### src/rtl/swr_pkg.sv
// ----------------------------------------------------------------------------
// swr_pkg
// Shared types and constants for the skin weight reduce block.
// ----------------------------------------------------------------------------
`default_nettype none

package swr_pkg;

  localparam int unsigned JOINT_W    = 8;
  localparam int unsigned WEIGHT_W   = 16;
  localparam int unsigned MAXK_W     = 4;
  localparam int unsigned MINF_W     = 16;
  localparam int unsigned CFG_ADDR_W = 2;
  localparam int unsigned CFG_DATA_W = 16;

  // at most this many results per vertex
  localparam int unsigned RESULT_LIMIT = 8;
  localparam int unsigned KEPT_W       = $clog2(RESULT_LIMIT + 1);
  localparam int unsigned SUM_W        = WEIGHT_W + $clog2(RESULT_LIMIT);

  // Q1.16 quotient and its dividend (weight << 16 plus half the sum)
  localparam int unsigned FRAC_W = 16;
  localparam int unsigned QUOT_W = FRAC_W + 1;
  localparam int unsigned NUM_W  = WEIGHT_W + FRAC_W + 1;
  localparam int unsigned DCNT_W = $clog2(QUOT_W + 1);

  localparam int unsigned S_TDATA_W = 24;
  localparam int unsigned M_TDATA_W = 32;
  localparam int unsigned M_TUSER_W = 2;

  // configuration register indexes
  localparam logic [CFG_ADDR_W-1:0] CFG_REDUCE_MODE   = 2'd0;
  localparam logic [CFG_ADDR_W-1:0] CFG_MAX_KEPT      = 2'd1;
  localparam logic [CFG_ADDR_W-1:0] CFG_MIN_INFLUENCE = 2'd2;

  // one stored influence
  typedef struct packed {
    logic [JOINT_W-1:0]  joint;
    logic [WEIGHT_W-1:0] weight;
  } swr_entry_t;

  // per-cycle command to the cell chain
  typedef struct packed {
    logic insert;
    logic rotate;
  } swr_cell_ctrl_t;

  typedef enum logic [2:0] {
    ST_LOAD,
    ST_SUM,
    ST_START,
    ST_DIV,
    ST_OUT
  } swr_state_e;

endpackage : swr_pkg

`default_nettype wire

### src/rtl/swr_cell.sv
// ----------------------------------------------------------------------------
// swr_cell
// One slot of the sorted influence chain: sorted insert and rotate.
// ----------------------------------------------------------------------------
`default_nettype none

module swr_cell
  import swr_pkg::*;
(
  input  wire logic           clk_i,
  input  wire swr_cell_ctrl_t ctrl_i,
  input  wire logic           valid_i,   // slot holds a stored influence
  input  wire logic           wrap_i,    // slot is the last occupied one
  input  wire swr_entry_t     new_i,     // incoming influence
  input  wire swr_entry_t     head_i,    // content of slot zero
  input  wire swr_entry_t     prev_i,    // neighbor toward the head
  input  wire logic           prev_keep_i,
  input  wire swr_entry_t     next_i,    // neighbor toward the tail
  output swr_entry_t          entry_o,
  output logic                keep_o
);

  swr_entry_t entry_q, entry_d;

  // equal weights stay ahead of the newcomer, which keeps input order
  assign keep_o  = valid_i && (entry_q.weight >= new_i.weight);
  assign entry_o = entry_q;

  always_comb begin
    entry_d = entry_q;
    if (ctrl_i.insert) begin
      if (!keep_o) begin
        entry_d = prev_keep_i ? new_i : prev_i;
      end
    end else if (ctrl_i.rotate) begin
      entry_d = wrap_i ? head_i : next_i;
    end
  end

  always_ff @(posedge clk_i) begin
    entry_q <= entry_d;
  end

endmodule : swr_cell

`default_nettype wire

### src/rtl/swr_div.sv
// ----------------------------------------------------------------------------
// swr_div
// Restoring divider, one quotient bit per cycle, for Q1.16 normalization.
// ----------------------------------------------------------------------------
`default_nettype none

module swr_div
  import swr_pkg::*;
(
  input  wire logic              clk_i,
  input  wire logic              rst_ni,
  input  wire logic              start_i,
  input  wire logic [NUM_W-1:0]  num_i,
  input  wire logic [SUM_W-1:0]  den_i,
  output logic                   done_o,
  output logic [QUOT_W-1:0]      quot_o
);

  logic [SUM_W-1:0]  rem_q, rem_d;
  logic [SUM_W-1:0]  den_q, den_d;
  logic [QUOT_W-1:0] shf_q, shf_d;
  logic [DCNT_W-1:0] cnt_q, cnt_d;
  logic              busy_q, busy_d;
  logic              done_q, done_d;
  logic [SUM_W:0]    trial;
  logic              fits;

  // shift in next dividend bit, compare against divisor
  assign trial  = {rem_q, shf_q[QUOT_W-1]};
  assign fits   = trial >= {1'b0, den_q};
  assign done_o = done_q;
  assign quot_o = shf_q;

  always_comb begin
    rem_d  = rem_q;
    den_d  = den_q;
    shf_d  = shf_q;
    cnt_d  = cnt_q;
    busy_d = busy_q;
    done_d = 1'b0;
    if (start_i) begin
      // top bits start below the divisor since the quotient fits QUOT_W
      rem_d  = SUM_W'(num_i[NUM_W-1:QUOT_W]);
      shf_d  = num_i[QUOT_W-1:0];
      den_d  = den_i;
      cnt_d  = DCNT_W'(QUOT_W);
      busy_d = 1'b1;
    end else if (busy_q) begin
      rem_d  = fits ? SUM_W'(trial - {1'b0, den_q}) : trial[SUM_W-1:0];
      shf_d  = {shf_q[QUOT_W-2:0], fits};
      cnt_d  = cnt_q - 1'b1;
      if (cnt_q == DCNT_W'(1)) begin
        busy_d = 1'b0;
        done_d = 1'b1;
      end
    end
  end

  always_ff @(posedge clk_i or negedge rst_ni) begin
    if (!rst_ni) begin
      cnt_q  <= '0;
      busy_q <= 1'b0;
      done_q <= 1'b0;
    end else begin
      cnt_q  <= cnt_d;
      busy_q <= busy_d;
      done_q <= done_d;
    end
  end

  always_ff @(posedge clk_i) begin
    rem_q <= rem_d;
    den_q <= den_d;
    shf_q <= shf_d;
  end

endmodule : swr_div

`default_nettype wire

### src/rtl/skin_weight_reduce_core.sv
// Flow: influences load one per cycle during the load phase; a last item
// starts a sum pass over the stored influences, then each kept entry goes
// through divider start, one divider step per quotient bit, done seen and
// present, plus output stall. Results come one at a time from the divider.
// Reset (rst_ni low, asynchronous) empties the store and restores registers
// to count mode, max_kept 4, min_influence 0.
// ----------------------------------------------------------------------------
// skin_weight_reduce_core
// Sorts a vertex's joint influences in a cell chain, keeps the top ones and
// normalizes them to Q1.16.
// ----------------------------------------------------------------------------
`default_nettype none

module skin_weight_reduce_core
  import swr_pkg::*;
#(
  parameter int unsigned MaxWeights = 8
) (
  input  wire logic                   clk_i,
  input  wire logic                   rst_ni,
  // configuration write port
  input  wire logic                   cfg_we_i,
  input  wire logic [CFG_ADDR_W-1:0]  cfg_addr_i,
  input  wire logic [CFG_DATA_W-1:0]  cfg_data_i,
  // influence input
  input  wire logic                   s_axis_tvalid,
  output logic                        s_axis_tready,
  input  wire logic [S_TDATA_W-1:0]   s_axis_tdata,  // joint_index, raw_weight
  input  wire logic                   s_axis_tlast,
  // result output
  output logic                        m_axis_tvalid,
  input  wire logic                   m_axis_tready,
  output logic [M_TDATA_W-1:0]        m_axis_tdata,  // out_joint, norm_weight, pad
  output logic [M_TUSER_W-1:0]        m_axis_tuser,  // first_entry, dropped_input
  output logic                        m_axis_tlast
);

  localparam int unsigned CNT_W = $clog2(MaxWeights + 1);

  swr_state_e state_q, state_d;

  // configuration registers
  logic                reduce_mode_q;
  logic [MAXK_W-1:0]   max_kept_q;
  logic [MINF_W-1:0]   min_influence_q;

  logic [CNT_W-1:0]    count_q, count_d;
  logic [CNT_W-1:0]    step_q, step_d;
  logic [CNT_W-1:0]    count_last;
  logic                ovf_q, ovf_d;
  logic                cut_q, cut_d;
  logic [KEPT_W-1:0]   kept_q, kept_d;
  logic [KEPT_W-1:0]   ent_q, ent_d;
  logic [SUM_W-1:0]    sum_q, sum_d;
  logic [QUOT_W-1:0]   norm_q, norm_d;

  swr_cell_ctrl_t      cell_ctrl;
  swr_entry_t          new_entry;
  swr_entry_t          head;
  swr_entry_t          entry     [MaxWeights];
  swr_entry_t          prev_ent  [MaxWeights];
  swr_entry_t          next_ent  [MaxWeights];
  logic                keep      [MaxWeights];
  logic                prev_keep [MaxWeights];

  logic [MAXK_W-1:0]   lim_raw;
  logic [KEPT_W-1:0]   lim_eff;
  logic                cut_now;
  logic                take;
  logic                div_start;
  logic                div_done;
  logic [QUOT_W-1:0]   div_quot;
  logic [NUM_W-1:0]    div_num;

  assign new_entry.joint  = s_axis_tdata[JOINT_W-1:0];
  assign new_entry.weight = s_axis_tdata[JOINT_W +: WEIGHT_W];
  assign head             = entry[0];
  assign count_last       = count_q - 1'b1;

  // configuration writes
  always_ff @(posedge clk_i or negedge rst_ni) begin
    if (!rst_ni) begin
      reduce_mode_q   <= 1'b0;
      max_kept_q      <= MAXK_W'(4);
      min_influence_q <= '0;
    end else if (cfg_we_i) begin
      case (cfg_addr_i)
        CFG_REDUCE_MODE:   reduce_mode_q   <= cfg_data_i[0];
        CFG_MAX_KEPT:      max_kept_q      <= cfg_data_i[MAXK_W-1:0];
        CFG_MIN_INFLUENCE: min_influence_q <= cfg_data_i[MINF_W-1:0];
        default: ;
      endcase
    end
  end

  // sorted cell chain
  for (genvar g = 0; g < MaxWeights; g++) begin : g_cell
    if (g == 0) begin : g_head
      assign prev_ent[g]  = new_entry;
      assign prev_keep[g] = 1'b1;
    end else begin : g_body
      assign prev_ent[g]  = entry[g-1];
      assign prev_keep[g] = keep[g-1];
    end
    if (g == MaxWeights - 1) begin : g_tail
      assign next_ent[g] = entry[g];
    end else begin : g_mid
      assign next_ent[g] = entry[g+1];
    end

    swr_cell u_cell (
      .clk_i       (clk_i),
      .ctrl_i      (cell_ctrl),
      .valid_i     (CNT_W'(g) < count_q),
      .wrap_i      (CNT_W'(g) == count_last),
      .new_i       (new_entry),
      .head_i      (head),
      .prev_i      (prev_ent[g]),
      .prev_keep_i (prev_keep[g]),
      .next_i      (next_ent[g]),
      .entry_o     (entry[g]),
      .keep_o      (keep[g])
    );
  end

  // kept-entry limit and threshold cut for the sum pass
  assign lim_raw = (max_kept_q == '0) ? MAXK_W'(1) : max_kept_q;
  always_comb begin
    if (reduce_mode_q) begin
      lim_eff = KEPT_W'(RESULT_LIMIT);
    end else if (KEPT_W'(lim_raw) > KEPT_W'(RESULT_LIMIT)) begin
      lim_eff = KEPT_W'(RESULT_LIMIT);
    end else begin
      lim_eff = KEPT_W'(lim_raw);
    end
  end
  assign cut_now = cut_q || (reduce_mode_q && (step_q != '0) &&
                             (head.weight < min_influence_q));
  assign take    = (kept_q < lim_eff) && !cut_now;

  // divider, one kept entry at a time
  assign div_num = NUM_W'({head.weight, FRAC_W'(0)}) + NUM_W'(sum_q >> 1);

  swr_div u_div (
    .clk_i   (clk_i),
    .rst_ni  (rst_ni),
    .start_i (div_start),
    .num_i   (div_num),
    .den_i   (sum_q),
    .done_o  (div_done),
    .quot_o  (div_quot)
  );

  // sequencer
  always_comb begin
    state_d       = state_q;
    count_d       = count_q;
    step_d        = step_q;
    ovf_d         = ovf_q;
    cut_d         = cut_q;
    kept_d        = kept_q;
    ent_d         = ent_q;
    sum_d         = sum_q;
    norm_d        = norm_q;
    cell_ctrl     = '0;
    s_axis_tready = 1'b0;
    m_axis_tvalid = 1'b0;
    div_start     = 1'b0;
    case (state_q)
      ST_LOAD: begin
        // ready stays high for the whole load phase
        s_axis_tready = 1'b1;
        if (s_axis_tvalid) begin
          if (count_q < CNT_W'(MaxWeights)) begin
            cell_ctrl.insert = 1'b1;
            count_d          = count_q + 1'b1;
          end else begin
            ovf_d = 1'b1;
          end
          if (s_axis_tlast) begin
            step_d  = '0;
            cut_d   = 1'b0;
            kept_d  = '0;
            sum_d   = '0;
            state_d = ST_SUM;
          end
        end
      end
      ST_SUM: begin
        // walk the chain once, summing the kept prefix
        cell_ctrl.rotate = 1'b1;
        cut_d            = cut_now;
        step_d           = step_q + 1'b1;
        if (take) begin
          sum_d  = sum_q + SUM_W'(head.weight);
          kept_d = kept_q + 1'b1;
        end
        if (step_q == count_last) begin
          ent_d   = '0;
          state_d = ST_START;
        end
      end
      ST_START: begin
        div_start = 1'b1;
        state_d   = ST_DIV;
      end
      ST_DIV: begin
        if (div_done) begin
          norm_d  = (sum_q == '0) ? '0 : div_quot;
          state_d = ST_OUT;
        end
      end
      ST_OUT: begin
        m_axis_tvalid = 1'b1;
        if (m_axis_tready) begin
          cell_ctrl.rotate = 1'b1;
          ent_d            = ent_q + 1'b1;
          if (m_axis_tlast) begin
            count_d = '0;
            ovf_d   = 1'b0;
            state_d = ST_LOAD;
          end else begin
            state_d = ST_START;
          end
        end
      end
      default: begin
        state_d = ST_LOAD;
      end
    endcase
  end

  always_ff @(posedge clk_i or negedge rst_ni) begin
    if (!rst_ni) begin
      state_q <= ST_LOAD;
      count_q <= '0;
      step_q  <= '0;
      ovf_q   <= 1'b0;
      cut_q   <= 1'b0;
      kept_q  <= '0;
      ent_q   <= '0;
    end else begin
      state_q <= state_d;
      count_q <= count_d;
      step_q  <= step_d;
      ovf_q   <= ovf_d;
      cut_q   <= cut_d;
      kept_q  <= kept_d;
      ent_q   <= ent_d;
    end
  end

  always_ff @(posedge clk_i) begin
    sum_q  <= sum_d;
    norm_q <= norm_d;
  end

  // result fields
  assign m_axis_tdata = {(M_TDATA_W - QUOT_W - JOINT_W)'(0), norm_q, head.joint};
  assign m_axis_tuser = {ovf_q, ent_q == '0};
  assign m_axis_tlast = (ent_q == kept_q - 1'b1);

endmodule : skin_weight_reduce_core

`default_nettype wire

### config.mk
export PLATFORM = sky130hd
export DESIGN_NAME = skin_weight_reduce_core
export DESIGN_NICKNAME = d
export VERILOG_FILES = /design/src/rtl/swr_pkg.sv /design/src/rtl/swr_cell.sv /design/src/rtl/swr_div.sv /design/src/rtl/skin_weight_reduce_core.sv
export SDC_FILE = /design/constraint.sdc
export NUM_CORES = 1
export LEC_CHECK = 0
export BUFFER_PORTS_ARGS = -buffer_cell sky130_fd_sc_hd__buf_2
export CAP_MARGIN = 20
export CORE_ASPECT_RATIO = 0.75
export CORE_MARGIN = 2
export CORE_UTILIZATION = 55
export CTS_BUF_LIST = sky130_fd_sc_hd__clkbuf_8
export DETAILED_ROUTE_END_ITERATION = 10
export PLACE_DENSITY = 0.84
export RECOVER_POWER = 25
export SLEW_MARGIN = 30
export SYNTH_ARGS = -nofsm -noshare
export SYNTH_HDL_FRONTEND = slang
export SYNTH_HIERARCHICAL = 1
export SYNTH_SLANG_ARGS = --single-unit
### constraint.sdc
create_clock -name clk_i -period 3.7 [get_ports clk_i]
set_input_delay 0.37 -clock clk_i [delete_from_list [all_inputs] [get_ports clk_i]]
set_output_delay 0.37 -clock clk_i [all_outputs]
set_load 0.1 [all_outputs]
==> results of run 1 <==
state kept, by name (all words and copies together), names as in the netlist:
signal	count
u_div/den_q	19
norm_q	17
kept_q	4
min_influence_q	16
ent_q	4
u_div/done_o	1
cut_q	1
u_div/quot_o	17
max_kept_q	4
u_div/busy_q	1
count_q	4
ovf_q	1
sum_q	19
reduce_mode_q	1
u_div/rem_q	19
step_q	4
u_div/cnt_q	5
state_q	3
g_cell.u_cell/entry_o	192
area by class of cell:
class | instances | area (sq um) | area share
multi-input cells | 1741 | 13600 | 0.508
flip-flops and latches | 332 | 9700 | 0.361
repair buffers | 150 | 1070 | 0.0399
clock buffers | 58 | 798 | 0.0297
well taps | 578 | 723 | 0.0269
inverters | 190 | 721 | 0.0268
clock inverters | 35 | 203 | 0.00755
diodes | 1 | 2.50 | 0.0000932
power by group:
part           leakage (uW)  internal (uW)  switching, uW  total (uW)
combinational       0.00680           6740           9520       16300
sequential          0.00331           7080           1700        8780
clock              0.000581           1570           1520        3090
routing by layer:
| metal | part of all wire | wire length (um) |
|---|---|---|
| met2 | 0.44 | 27400 |
| met5 | 0 | 0 |
| met1 | 0.44 | 27500 |
| met4 | 0.024 | 1520 |
| met3 | 0.10 | 6580 |
critical path, cell delays in order (launching register included):
cell      delay (ns)
edfxtp_1        0.37
inv_1           0.06
ha_1            0.22
fa_1            0.39
nand2b_1        0.19
a21oi_1         0.39
o211ai_4        0.15
a31oi_4         0.22
or2_4           0.40
mux2_4          0.33
mux2_2          0.26
path summary, 6_finish.rpt:
check                                          end  slack, ns  cells past startpoint
worst max register to register      u_div/rem_q[8]       0.43                     10
min in group asynchronous           u_div/cnt_q[1]       0.14                      2
worst max-delay path                u_div/rem_q[8]       0.43                     10
worst min-delay path                 reduce_mode_q       0.11                      3
worst min register to register     u_div/rem_q[18]       0.48                      2
max in group asynchronous       min_influence_q[8]       0.75                      3
metrics by stage:
step	utilization	instance area (sq um)	instances	total power [uW]
detailed placement	0.587	25700	2969	24600
global placement	0.587	25600	2968	23700
global route	0.615	26800	3085	30000
finish	0.615	26800	3085	28100
floorplan	-	24600	2411	20400
CTS	0.615	26800	3081	27800
==> load_flow_metrics.sql, run 1 <==
INSERT INTO impl_metrics (metric_group, metric, value, unit) VALUES
('outcome', 'outcome', 'complete, but fails checks', ''),
('outcome', 'failed_checks', 'max-capacitance violations, max-slew violations', ''),
('cts', 'cts_tree', 'yes', ''),
('logic_synthesis', 'post_synth_instance_area', '24500', 'sq um'),
('cts', 'numCtsBuffers', '53', ''),
('timing', 'timing.setup.tns', '0', 'ns'),
('timing', 'finalHoldWorstSlack', '0.111', 'ns'),
('global_routing', 'track_usage', '0.269', ''),
('worst_setup_path', 'crit_type', 'register to register', ''),
('timing', 'timing_hold_violations_final', '0', ''),
('worst_setup_path', 'timing.critical_path.required', '4.07', 'ns'),
('power_and_ir_drop', 'power_density', '1050', 'nW/um^2'),
('placement', 'place.port_buffers', '77', ''),
('detailed_routing', 'avgRoutedWirePerCell', '20.4', 'um'),
('logic_synthesis', 'synth.yosys.warnings', '6', ''),
('worst_setup_path', 'worst_setup_path_start_kind', 'register', ''),
('cts', 'cts.repair.resized', '0', ''),
('cts', 'worst_setup_hold_path_clk_slew', '0.06', 'ns'),
('power_and_ir_drop', 'irDropWorstVdd', '0.561', 'mV'),
('timing', 'worst-slew-pin-transition', '2.67', 'ns'),
('power_and_ir_drop', 'cellLeakagePower', '0.0107', 'uW'),
('worst_setup_path', 'critPathLaunch', 'u_div/quot_o[16]', ''),
('cts', 'ctsRootBufferMaster', 'clkbuf_8', ''),
('die', 'fp.dieW', '248', 'um'),
('cts', 'post-cts-setup-buffers', '0', ''),
('global_routing', 'largest_net_degree_at_the_start_of_global_routing', '80', ''),
('cts', 'ctsLongestPathBuffers', '3', ''),
('global_routing', 'globalRoute.busiestLayer', 'met2', ''),
('detailed_routing', 'post-route-drc-count', '0', ''),
('placement', 'setup_slack_at_placement', '0.186', 'ns'),
('timing', 'timing.final.max_slew_violations', '112', ''),
('detailed_routing', 'detail_route.iter0.violations', '2089', ''),
('logic_synthesis', 'synthesized_netlist_cell_count', '2405', ''),
('die', 'floorplan.rows', '66', ''),
('hold_path', 'hold_class', 'input pin to register', ''),
('logic_synthesis', 'postSynthAreaPerCell', '10.2', 'sq um'),
('timing', 'clock.fmax', '306', 'MHz'),
('die', 'design.die.area', '46300', 'sq um'),
('final_layout', 'nets', '2716', ''),
('cts', 'cts-hold-fix-buffers', '19', ''),
('global_routing', 'met2_layer_usage_reported_by_global_route', '0.400', ''),
('final_layout', 'layout-drive-gt1-share', '0.127', ''),
('timing', 'grt_setup_unrepaired', 'no', ''),
('timing', 'finalClockSkew', '0.0477', 'ns'),
('global_routing', 'met3_grt_util', '0.0483', ''),
('timing', 'finalWorstSetupSlack', '0.432', 'ns'),
('worst_setup_path', 'cp_data_arrival_time', '3.64', 'ns'),
('flow_run', 'drv.max_cap_violation_count', '2', ''),
('global_routing', 'grt_use_met1', '0.398', ''),
('final_layout', 'fill_cells', '3343', ''),
('placement', 'hpwl_dp', '44900', 'um'),
('die', 'boundaryPins', '85', ''),
('global_routing', 'grt_first_pass_wirelength', '99700', 'um'),
('timing', 'finalCritPeriodShare', '0.883', ''),
('global_routing', 'grt_pass1_vias', '18500', ''),
('timing', 'finalSetupViolations', '0', ''),
('die', 'fp.dieH', '187', 'um'),
('detailed_routing', 'wl', '63000', 'um'),
('cts', 'cts.htree.levels', '2', ''),
('worst_setup_path', 'worst_r2r_startpoint', 'u_div/quot_o[16]', ''),
('global_routing', 'antenna_found_initial', '1', ''),
('timing', 'period_needed', '3.27', 'ns'),
('final_layout', 'layout-area-overhead-vs-synth', '9.60', '%'),
('die', 'coreArea', '43700', 'sq um'),
('worst_setup_path', 'critPathMaxFanout', '20', ''),
('timing', 'relSlewSlack', '-0.782', ''),
('hold_path', 'min_from', 'cfg_addr_i[1]', ''),
('detailed_routing', 'detailroute.via_count', '19200', ''),
('cts', 'number_of_sinks_driven_by_the_clock_tree', '332', ''),
('detailed_routing', 'firstDrtPassIters', '5', ''),
('final_layout', 'layout_commonest_cell', 'edfxtp_1', ''),
('detailed_routing', 'routed_via_density', '6.22', ''),
('detailed_routing', 'number_of_nets_with_antenna_violations_after_routing', '0', ''),
('final_layout', 'mostFrequentLayoutCells', 'edfxtp_1 (280), a21oi_1 (261), nor2b_1 (213)', ''),
('cts', 'clkLatencyLatePin', '0.66', 'ns'),
('worst_setup_path', 'endpoint_kind', 'register', ''),
('die', 'initial_utilization', '0.561', ''),
('placement', 'gp_routability_congestion', '0.940', ''),
('global_routing', 'overflow', '0', '');
Note: power is estimated with default switching activity, not from simulation.
==> run 2, diff against run 1 <==
--- a/config.mk
+++ b/config.mk
@@ -9,10 +9,10 @@
 export CAP_MARGIN = 20
 export CORE_ASPECT_RATIO = 0.75
 export CORE_MARGIN = 2
-export CORE_UTILIZATION = 55
-export CTS_BUF_LIST = sky130_fd_sc_hd__clkbuf_8
+export CORE_UTILIZATION = 58
 export DETAILED_ROUTE_END_ITERATION = 10
-export PLACE_DENSITY = 0.84
+export GPL_TIMING_DRIVEN = 0
+export PLACE_DENSITY = 0.87
 export RECOVER_POWER = 25
 export SLEW_MARGIN = 30
 export SYNTH_ARGS = -nofsm -noshare
==> run 2 against run 1 <==
Net effect: the run still ends with max-capacitance violations, max-slew violations left; routed wire length up 3.9%; power up 2.2%; largest cell class unchanged; die area down 5.1%; final cell count increased by 1.6%.
==> load_flow_metrics.sql, run 2 (synthesis gave the netlist of run 1 again) <==
INSERT INTO impl_metrics (metric_group, metric, value, unit) VALUES
('worst_setup_path', 'crit_path_cell_trace', 'ha_1, and3_4, a221oi_2, nor3_1, or3b_1, and2_1, clkbuf_1, buf_2, mux2i_1, a21oi_1', ''),
('final_layout', 'layout-drive-gt1-share', '0.109', ''),
('detailed_routing', 'wl_met2', '29700', 'um'),
('detailed_routing', 'routed_via_density', '6.23', ''),
('timing', 'worst-slew-pin-transition', '2.86', 'ns'),
('die', 'initial_utilization', '0.585', ''),
('worst_setup_path', 'crit_type', 'register to register', ''),
('cts', 'cts.repair.resized', '0', ''),
('timing', 'clock.fmax', '284', 'MHz'),
('worst_setup_path', 'timing.critical_path.required', '3.96', 'ns'),
('placement', 'number_of_placed_instances_with_taps_included', '3058', ''),
('cts', 'clkLatencyLatePin', '0.55', 'ns'),
('timing', 'grt_setup_unrepaired', 'no', ''),
('timing', 'timing.final.max_slew_violations', '68', ''),
('timing', 'timing_hold_violations_final', '0', ''),
('detailed_routing', 'number_of_nets_with_antenna_violations_after_routing', '0', ''),
('cts', 'cts.htree.levels', '2', ''),
('die', 'design.die.area', '43900', 'sq um'),
('cts', 'numCtsBuffers', '36', ''),
('worst_setup_path', 'crit_path_top_delay_cell', 'edfxtp_1', ''),
('timing', 'finalSetupViolations', '0', ''),
('timing', 'timing.setup.tns', '0', 'ns'),
('worst_setup_path', 'critical-path-max-stage-delay', '0.88', 'ns'),
('global_routing', 'track_usage', '0.297', ''),
('global_routing', 'overflow', '0', ''),
('worst_setup_path', 'worst_setup_path_start_kind', 'register', ''),
('placement', 'place.port_buffers', '77', ''),
('die', 'boundaryPins', '85', ''),
('detailed_routing', 'dr.max_layer_used', 'met4', ''),
('outcome', 'outcome', 'complete, but fails checks', ''),
('die', 'fp.dieH', '182', 'um'),
('worst_setup_path', 'cp_data_arrival_time', '3.78', 'ns'),
('detailed_routing', 'detailroute.via_count', '19500', ''),
('timing', 'period_needed', '3.52', 'ns'),
('global_routing', 'largest_net_degree_at_the_start_of_global_routing', '50', ''),
('detailed_routing', 'wl', '65500', 'um'),
('cts', 'number_of_sinks_driven_by_the_clock_tree', '332', ''),
('final_layout', 'largest_reg_flops', '192', ''),
('detailed_routing', 'met3RoutedLength', '6510', 'um'),
('detailed_routing', 'routedLengthMet1', '27300', 'um'),
('die', 'fp.dieW', '241', 'um'),
('detailed_routing', 'avgRoutedWirePerCell', '20.9', 'um'),
('power_and_ir_drop', 'irDropWorstVdd', '0.555', 'mV'),
('final_layout', 'diodes', '0', ''),
('cts', 'cts_tree', 'yes', ''),
('placement', 'gp_routability_congestion', '0.950', ''),
('detailed_routing', 'post-route-drc-count', '0', ''),
('cts', 'ctsRootBufferMaster', 'clkbuf_16', ''),
('final_layout', 'nets', '2786', ''),
('cts', 'worst_setup_hold_path_clk_slew', '0.06', 'ns'),
('detailed_routing', 'firstDrtPassIters', '5', ''),
('worst_setup_path', 'critPathMaxFanout', '15', ''),
('timing', 'finalClockSkew', '0.0207', 'ns'),
('power_and_ir_drop', 'power_density', '1070', 'nW/um^2'),
('timing', 'relSlewSlack', '-0.905', ''),
('die', 'floorplan.rows', '65', ''),
('global_routing', 'grt_pass1_vias', '19300', ''),
('outcome', 'failed_checks', 'max-capacitance violations, max-slew violations', ''),
('power_and_ir_drop', 'cellLeakagePower', '0.0106', 'uW'),
('global_routing', 'antenna_found_initial', '0', ''),
('timing', 'finalCritPeriodShare', '0.952', ''),
('final_layout', 'mostFrequentLayoutCells', 'edfxtp_1 (280), a21oi_1 (261), nor2b_1 (219)', ''),
('worst_setup_path', 'endpoint_kind', 'register', ''),
('placement', 'setup_slack_at_placement', '0.0304', 'ns'),
('placement', 'hpwl_dp', '49100', 'um'),
('worst_setup_path', 'family_with_the_most_delay_on_the_worst_path', 'simple AND/OR/NAND/NOR gates', ''),
('die', 'coreArea', '41900', 'sq um'),
('global_routing', 'grt_first_pass_wirelength', '102000', 'um'),
('detailed_routing', 'detail_route.iter0.violations', '1909', ''),
('flow_run', 'drv.max_cap_violation_count', '2', ''),
('final_layout', 'layout_commonest_cell', 'edfxtp_1', ''),
('hold_path', 'hold_class', 'input pin to register', ''),
('final_layout', 'layout-area-overhead-vs-synth', '10.1', '%'),
('final_layout', 'final_cells', '3135', ''),
('worst_setup_path', 'cp_num_buf_inv', '2', ''),
('timing', 'finalWorstSetupSlack', '0.177', 'ns'),
('cts', 'ctsLongestPathBuffers', '3', '');
run 2: repair_timing:
item                                    CTS  global route
endpoints found under the hold margin    48             0
hold buffers                              1             0
buffers inserted                          4             6
endpoints found under the setup margin    8            16
run 2: per-layer routing:
layer / global-route usage / vias to the layer above
li1: - / 9123
met1: 0.417 / 9252
met2: 0.467 / 1008
met3: 0.0438 / 143
met4: 0.107 / 0
met5: 0 / -
run 2: through the flow:
stage | utilization | power (uW) | area, sq um | hold slack [ns]
floorplan | - | 20400 | 24600 | 0.0744
global placement | 0.613 | 23600 | 25700 | 0.447
detailed placement | 0.615 | 24600 | 25800 | 0.435
CTS | 0.644 | 28400 | 27000 | 0.0530
global route | 0.644 | 30500 | 27000 | 0.0594
finish | 0.644 | 28800 | 27000 | 0.0646
run 2: report_power, final:
group,switching [uW],internal (uW)
combinational,9420,6610
clock,1510,2100
sequential,2000,7110
total,12900,15800
run 2: cell type report:
class                      instances  area (sq um)
tap                              569           712
buffer                           148           642
inverter                         190           713
sequential                       332          9700
timing repair buffer              89           450
clock inverter                    12          93.8
multi-input combinational       1741         13600
fill                            3153         14900
clock buffer                      54          1080
run 2: path summary, 6_finish.rpt:
path                                             start                           to  cells past startpoint  slack (ns)
max reg2reg                g_cell[0].u_cell/entry_o[5]  g_cell[1].u_cell/entry_o[7]                     10        0.18
max in group asynchronous                       rst_ni           min_influence_q[4]                      2        0.76
min reg2reg                         min_influence_q[0]           min_influence_q[0]                      1        0.50
min in group asynchronous                       rst_ni               u_div/cnt_q[2]                      2        1.28
max                        g_cell[0].u_cell/entry_o[5]  g_cell[1].u_cell/entry_o[7]                     10        0.18
min                                     cfg_data_i[10]          min_influence_q[10]                      2        0.06
